$ cat src/rtl/core/iidl_pkg.sv
`default_nettype none
package iidl_pkg;

  localparam int DEPTH = 64;

  // Count runs from zero to DEPTH inclusive, a cell index from zero to DEPTH-1.
  localparam int CNT_W = $clog2(DEPTH + 1);
  localparam int IDX_W = (DEPTH > 1) ? $clog2(DEPTH) : 1;

  localparam int OP_W    = 2;
  localparam int POS_W   = 7;
  localparam int DATA_W  = 32;
  localparam int ST_W    = 2;
  localparam int ECNT_W  = 7;

  // Position compares are made at a width that holds both a position and a count.
  localparam int CMP_W = (CNT_W > POS_W) ? CNT_W : POS_W;

  localparam logic [OP_W-1:0] OP_INSERT = 2'd0;
  localparam logic [OP_W-1:0] OP_DELETE = 2'd1;
  localparam logic [OP_W-1:0] OP_READ   = 2'd2;

  localparam logic [ST_W-1:0] ST_OK     = 2'd0;
  localparam logic [ST_W-1:0] ST_BADPOS = 2'd1;
  localparam logic [ST_W-1:0] ST_EMPTY  = 2'd2;
  localparam logic [ST_W-1:0] ST_FULL   = 2'd3;

  typedef struct packed {
    logic [OP_W-1:0]          operation;
    logic [POS_W-1:0]         position;
    logic signed [DATA_W-1:0] item;
  } req_t;

  typedef struct packed {
    logic [ST_W-1:0]          status;
    logic signed [DATA_W-1:0] read_value;
    logic [ECNT_W-1:0]        entry_count;
  } rsp_t;

  // Command broadcast to every cell of the row.
  typedef struct packed {
    logic             ins;
    logic             del;
    logic [CMP_W-1:0] position;
  } cell_cmd_t;

endpackage
`default_nettype wire

$ cat src/rtl/core/iidl_cell.sv
`default_nettype none
module iidl_cell (
  input  wire                           clk,
  input  wire  [iidl_pkg::IDX_W-1:0]    idx,
  input  wire  iidl_pkg::cell_cmd_t     cmd,
  input  wire  [iidl_pkg::DATA_W-1:0]   item,
  input  wire  [iidl_pkg::DATA_W-1:0]   from_left,
  input  wire  [iidl_pkg::DATA_W-1:0]   from_right,
  output logic [iidl_pkg::DATA_W-1:0]   entry,
  output logic [iidl_pkg::DATA_W-1:0]   read_term
);
  import iidl_pkg::*;

  logic [CMP_W-1:0] idx_ext;
  logic             hit;
  logic             above;

  assign idx_ext = CMP_W'(idx);
  assign hit     = (idx_ext == cmd.position);
  assign above   = (idx_ext > cmd.position);

  // An insert opens a gap at the named position by moving every later entry up
  // one cell; a delete closes it by moving every later entry down.
  always_ff @(posedge clk) begin
    if (cmd.ins) begin
      if (hit) begin
        entry <= item;
      end else if (above) begin
        entry <= from_left;
      end
    end else if (cmd.del) begin
      if (hit || above) begin
        entry <= from_right;
      end
    end
  end

  assign read_term = hit ? entry : '0;

endmodule
`default_nettype wire

$ cat config.mk
export PLATFORM = sky130hd
export DESIGN_NAME = iidl_cell
export DESIGN_NICKNAME = d
export VERILOG_FILES = /design/src/rtl/core/iidl_pkg.sv /design/src/rtl/core/iidl_cell.sv
export SDC_FILE = /design/constraint.sdc
export NUM_CORES = 1
export LEC_CHECK = 0
export BUFFER_PORTS_ARGS = -buffer_cell sky130_fd_sc_hd__buf_2
export CAP_MARGIN = 10
export CORE_AREA = 2 2 81 83
export CTS_BUF_LIST = sky130_fd_sc_hd__clkbuf_4 sky130_fd_sc_hd__clkbuf_8
export DETAILED_ROUTE_END_ITERATION = 10
export DIE_AREA = 0 0 83 85
export HOLD_SLACK_MARGIN = 0.1
export PLACE_DENSITY_LB_ADDON = 0.25
export SYNTH_ARGS = -nofsm -noshare
export SYNTH_HDL_FRONTEND = slang
export SYNTH_SLANG_ARGS = --single-unit
$ cat constraint.sdc
create_clock -name clk -period 10.5 [get_ports clk]
set_input_delay 2.1 -clock clk [delete_from_list [all_inputs] [get_ports clk]]
set_output_delay 2.1 -clock clk [all_outputs]
set_load 0.02 [all_outputs]
Yosys cells after proc, flatten, opt, wreduce, memory -nomap -nowiden
Index checks and enable logic that the tools add are counted.
{"block": "word_totals", "register_bits": 32, "out_inout_bits": 64, "elab_cells": 14}
{"block": "op_classes", "eq_ne": 2, "reduce_logical": 4, "n_lt_le_gt_ge": 1, "n_mux": 6}
{"op": "$mux 32", "n": 6}
{"op": "$eq 6x7->1", "n": 1}
{"op": "$gt 6x7->1", "n": 1}
{"op": "$reduce_bool 2->1", "n": 2}
{"op": "$ne 3x1->1 const B", "n": 1}
{"op": "$reduce_and 3->1", "n": 1}
{"op": "$logic_or 1x1->1", "n": 1}

Depth between registers and ports, before layout
Gate-level depths: netlist (run 1).
{"block": "depth", "ltp_word": 5, "depth_mapped": 7, "mapped_depth_nobuf": 5}

Least setup slack after synthesis (run 1)
Ideal clock, no wire load.
{"block": "synth_path", "path_type": "input to register", "from": "in cmd[5] (netlist bit)", "to": "reg entry[0] (netlist bit), enable pin", "t_arrival_ns": 5.339, "required_ns": 10.028, "path_slack_ns": 4.689, "setup_ns": 0.472, "cell_stages": 6, "n_path_buf": 1, "cell_sequence": "inv_1 ha_1 and4b_1 buf_4 o21ai_0 o32ai_1"}
{"block": "synth_via", "elab_chain_len": 4, "word_cells_on_any_way": 6}
{"element": "from (decl)", "line": "iidl_cell.sv:5", "source": "input wire iidl_pkg::cell_cmd_t cmd,"}
{"element": "$gt 6x7->1 / $eq 6x7->1 (equally long branches)", "line": "iidl_cell.sv:20, iidl_cell.sv:19"}
{"element": "$logic_or 1x1->1", "line": "iidl_cell.sv:32", "source": "if (hit || above) begin"}
{"element": "$reduce_bool 2->1 (no line)"}
{"element": "$reduce_and 3->1 (no line) (*)"}
{"element": "to (signal assigned)", "line": "iidl_cell.sv:27", "source": "entry <= item;"}
{"element": "to (signal assigned)", "line": "iidl_cell.sv:29", "source": "entry <= from_left;"}
{"element": "to (signal assigned)", "line": "iidl_cell.sv:33", "source": "entry <= from_right;"}
{"element": "to (decl)", "line": "iidl_cell.sv:9", "source": "output logic [iidl_pkg::DATA_W-1:0] entry,"}
Mark *: on every way between the ends. The rest lies on a longest branch, timed or not.
A chain may end at the register's enable or synchronous reset.

Worst setup path in the final report (run 1)
{"block": "layout_path", "from": "in cmd[5] (netlist bit)", "to": "out read_term[7] (netlist bit)"}
{"block": "layout_via", "elab_chain_len": 2}
{"element": "$eq 6x7->1", "line": "iidl_cell.sv:19", "source": "assign hit = (idx_ext == cmd.position);"}
{"element": "$mux 32", "line": "iidl_cell.sv:38", "source": "assign read_term = hit ? entry : '0;"}
{"element": "to (decl)", "line": "iidl_cell.sv:10", "source": "output logic [iidl_pkg::DATA_W-1:0] read_term"}
No other way between the ends.

==> impl_metrics.yaml, run 1 <==
worst_setup_path:
  cp-start-kind: "primary input"
  worst-path-buf-inv: 3
  crit_chain: "buf_2 > inv_1 > ha_1 > and4b_2 > and3_1 > buf_2"
  cp_common_cell: "buf_2"
  worst-path-stages: 6
  crit_slowest_cell: "and4b_2"
  cp_max_fo: 65
  cp_data_arrival_time_ns: 3.95
  max_stage_delay_ns: 0.97
  end_kind: "output port"
  crit_family: "simple AND/OR/NAND/NOR gates"
  critPathKind: "primary input to output port"
  crit_required_ns: 8.40
synthesis:
  ys_seq_area_share_pct: 45.4
  synth.avg_cell_area_um2: 8.71
  synth_area_leaders: "edfxtp_1, and3_1, a31oi_1"
  synth_flop_cell: "edfxtp_1"
  ys_types: 21
  yosys.area.top_type: "edfxtp_1"
  postSynth.asyncResetShare_pct: 0
  ys_warn_count: 0
  synth_seq_cells: 32
  syn-cell-area_mm2: 0.00212
  synth_nets: 361
  syn_inst: 243
  yosysTopAreaCellShare_pct: 45.4
  synth-edff-count: 32
drt:
  antenna_left: 0
  drt-total-wl_um: 6800
  drc_errors: 0
  drt-wirelength-per-cell_um: 14.2
  vias: 2448
  drt-initial-drc-count: 83
  vias_per_cell: 5.12
  first_pass_iters: 4
floorplan:
  placeableCoreArea_mm2: 0.00620
  rows: 29
  io-pin-count: 176
  die-height_um: 85
  start_util_pct: 34.1
  dieArea_mm2: 0.00706
  die_w_um: 83
sta:
  worstMarginPinSlew_ns: 1.07
  slew_violations: 0
  setup_viol: 0
  fmax_mhz: 165
  period_needed_ns: 6.05
  grt_setup_unrepaired: "false"
  fin_crit_sh_pct: 57.6
  relSlewSlack_pct: 28.5
  setup_tns_ns: 0
  hold_viol: 0
cts:
  cts-root-buf: "clkbuf_8"
  clkTransAtPathRegs_ns: 0.06
  cts_resized: 0
  cts.hold.buffers_added: 0
  clock_sinks: 32
  clockBufferDepth: 2
  cts_setup_buffers: 0
  htree_levels: 2
  cts_buffers: 5
  cts_tree: "done"
power_and_ir_drop:
  leakagePower_nw: 1.56
  swShare_pct: 29.9
  switching_power_uw: 102
  power_frac_seq_pct: 47.5
  vdd_drop_max_v: 0.0000487
  p_comb_share_pct: 26.2
  p_int_uw: 239
  clockPowerShare_pct: 26.3
  cellPowerDensity_mw_per_mm2: 110
  totalPowerFinal_uw: 340
layout:
  layout_common_cells: "buf_2, nand3_1, o21ai_0, nor2_1"
  largest_reg_flops: 32
  areaGrowthSynthToFinish_pct: 46.0
  reg.largest.list: "entry (32)"
  multi_input_area_mm2: 0.00102
  top_register: "entry"
  regArea_um2: 961
  fin_nets: 519
  fillers: 586
  layout_commonest_cell: "buf_2"
  antenna-diode-count: 0
  drive_gt1_share_pct: 47.1
  fin_cells: 478
global_route:
  antenna_found_initial: 0
  grt_pass1_vias: 2282
  grt_pass1_wl_um: 10800
  grt_remaining_overflow: 0
  grt_max_degree: 66
  grtUsageTotal_pct: 18.8
placement:
  port_buffers: 175
  place.gp.congestion: 0.830
  placedCellCount: 469
worst_hold_path:
  hp-start: "from_right[1]"
  hold_class: "primary input to flop"
  holdPathEnd: "entry[1]"
  whs_path_depth: 3
outcome:
  outcome: "finished clean"
job:
  drv_cap: 0
==> per-stage QoR <==
| stage | area [µm²] | setup slack [ns] | hold WS, ns | util (%) |
|---|---|---|---|---|
| final | 3090 | 4.45 | 2.17 | 49.8 |
| after global routing | 3090 | 4.25 | 2.17 | 49.8 |
| after CTS | 3060 | 4.45 | 2.16 | 49.3 |
| after detailed placement | 2980 | 4.45 | 2.45 | 48.0 |
| after global placement | 2980 | 4.47 | 2.45 | 48.0 |
| after floorplan | 2120 | 4.69 | 2.35 | - |
==> cells in the mapped netlist (all sizes together), types with 6 or more instances <==
master   n
edfxtp  32
clkbuf  18
ha       6
and3    33
inv      6
buf      9
nand3   33
a31oi   32
o21ai   33
nor2    33
==> final cells by class <==
type                    instances  share of cell area [%]
repair buffers                178                    29.5
well taps                      77                    3.12
flip-flops and latches         32                    31.1
multi-input cells             178                    32.9
clock inverters                 1                   0.162
clock buffers                   6                    2.47
inverters                       6                   0.728
==> routing by layer <==
layer  track usage [%]  vias to the layer above  share of wire [%]
li1                  -                     1223                  -
met1              23.0                     1097                 42
met3              4.38                       13                7.6
met5                 0                        -                  0
met2              32.6                      115                 48
met4              7.00                        0                2.0
==> power by group through the flow <==
stage	Combinational, mW	Clock (mW)	Sequential [mW]
after floorplan	0.0343	0	0.180
after global placement	0.0871	0	0.164
after detailed placement	0.0881	0	0.164
after CTS	0.0883	0.0932	0.162
after global routing	0.0983	0.0978	0.163
final	0.0891	0.0894	0.162
==> worst max-delay path by stage <==
| stage | end | startpoint |
|---|---|---|
| after global placement | read_term[12] | cmd[5] |
| final | read_term[7] | cmd[5] |
| after CTS | read_term[11] | cmd[5] |
| after global routing | read_term[11] | cmd[4] |
| after detailed placement | read_term[11] | cmd[5] |
| after floorplan | entry[0] | cmd[5] |
==> cell families after synthesis <==
logic type               count (synthesis)  share of synthesized area (%)
AND/OR/NAND/NOR                        103                           24.9
buffers and inverters                   33                           7.56
flip-flops                              32                           45.4
AO/OA/AOI/OAI                           69                           18.6
adder cells (fa/ha/maj)                  6                           3.55
==> worst min-delay path, cell delays in order <==
cell	delay, ns
buf_2	0.07
nor2_1	0.03
a31oi_1	0.12
Power figures use the tool's default switching activity.
==> run 2: changes to the inputs <==
- clock period: 10.5 -> 5.4 ns (I/O delays scaled with it)
==> run 2 against run 1 <==
  * Clock power rose by 92%
  * Sequential power increased by 95%
  * Setup slack got worse by 2.9 ns
  * Non-clock buffer count is 2 higher
  * Critical path depth fell by 1
  * Cell count grew 0.42%
  * Global-route usage is 0.050 points higher
  * Routed wire length grew 1.8%
  * Critical path type unchanged
  * Highest routed layer unchanged
==> impl_metrics.yaml, run 2 (same netlist as run 1, synthesis figures left out) <==
outcome:
  outcome: "finished clean"
placement:
  placedCellCount: 472
  dp_hpwl_um: 4960
  dp_slack_ns: 1.53
  placed_cell_area_mm2: 0.00301
  port_buffers: 175
  place.gp.congestion: 0.842
worst_setup_path:
  cp-start-kind: "primary input"
  max_stage_delay_ns: 0.87
  crit_required_ns: 4.32
  cp_common_cell: "buf_2"
  end_kind: "output port"
  critPathKind: "primary input to output port"
  crit_slowest_cell: "and4b_2"
  cp_data_arrival_time_ns: 2.81
  cp_max_fo: 56
  crit_chain: "buf_2 > ha_1 > and4b_2 > and3_1 > buf_2"
cts:
  clock_sinks: 32
  cts_resized: 0
  cts_tree: "done"
  clkTransAtPathRegs_ns: 0.06
  cts-root-buf: "clkbuf_8"
  cts_buffers: 5
  htree_levels: 2
  clockBufferDepth: 2
  cts.hold.buffers_added: 0
  cts_setup_buffers: 0
layout:
  layout_common_cells: "buf_2, nand3_1, o21ai_0, nor2_1"
  largest_reg_flops: 32
  fin_cells: 480
  drive_gt1_share_pct: 47.4
  final_area_mm2: 0.00311
  layout_commonest_cell: "buf_2"
  fillers: 601
  final_core_util_pct: 50.1
  top_register: "entry"
  antenna-diode-count: 0
  fin_nets: 521
  reg.largest.list: "entry (32)"
  areaGrowthSynthToFinish_pct: 46.7
drt:
  drt-initial-drc-count: 113
  vias_per_cell: 5.20
  drt-total-wl_um: 6930
  drt-wirelength-per-cell_um: 14.4
  drc_errors: 0
  antenna_left: 0
  first_pass_iters: 4
  vias: 2497
power_and_ir_drop:
  leakagePower_nw: 1.57
  totalPowerFinal_uw: 662
  cellPowerDensity_mw_per_mm2: 213
  vdd_drop_max_v: 0.0000922
floorplan:
  placeableCoreArea_mm2: 0.00620
  die-height_um: 85
  rows: 29
  dieArea_mm2: 0.00706
  io-pin-count: 176
  die_w_um: 83
  start_util_pct: 34.1
sta:
  setup_viol: 0
  relSlewSlack_pct: 33.8
  fmax_mhz: 257
  hold_slack_ns: 1.15
  setup_slack_ns: 1.51
  fin_crit_sh_pct: 72.1
  slew_violations: 0
  period_needed_ns: 3.89
  worstMarginPinSlew_ns: 0.993
  hold_viol: 0
  grt_setup_unrepaired: "false"
  setup_tns_ns: 0
global_route:
  antenna_found_initial: 0
  gr-usage-met1_pct: 22.9
  busiest_layer: "met2"
  grt_max_degree: 66
  grt_pass1_wl_um: 10700
  grt_pass1_vias: 2281
  grtUsageTotal_pct: 18.9
  met2_usage_pct: 33.8
  met3_usage_pct: 3.99
  grt_remaining_overflow: 0
worst_hold_path:
  hold_class: "primary input to flop"
job:
  drv_cap: 0
[run 2: final cells by class]
type / instances / area, µm² / share of cell area (%)
Multi-Input combinational cell: 178 / 1020 / 32.7
Sequential cell: 32 / 961 / 30.9
Timing Repair Buffer: 180 / 928 / 29.9
Tap cell: 77 / 96.3 / 3.10
Clock buffer: 6 / 76.3 / 2.46
Inverter: 6 / 22.5 / 0.725
Clock inverter: 1 / 5.00 / 0.161
[run 2: final timing paths]
check / start / endpoint / cells past startpoint
worst max-delay path: idx[5] / read_term[7] / 5
worst min-delay path: from_right[29] / entry[29] / 3
[run 2: worst max-delay path, delay by kind of cell]
kind / cells / cell delay (ns)
adder cells (fa/ha/maj): 1 / 0.30
AND/OR/NAND/NOR: 2 / 1.16
buffers and inverters: 2 / 0.27
[run 2: layer usage]
layer  vias to the layer above  part of all wire [%]
met5                         -                     0
met4                         0                   1.1
met3                         8                   7.8
met2                       123                    50
met1                      1138                    41
li1                       1228                     -
[run 2: power breakdown]
group | leakage (nW) | internal (mW) | switching [mW]
combinational | 1.22 | 0.0684 | 0.107
sequential | 0.303 | 0.304 | 0.0116
clock | 0.0445 | 0.0924 | 0.0793
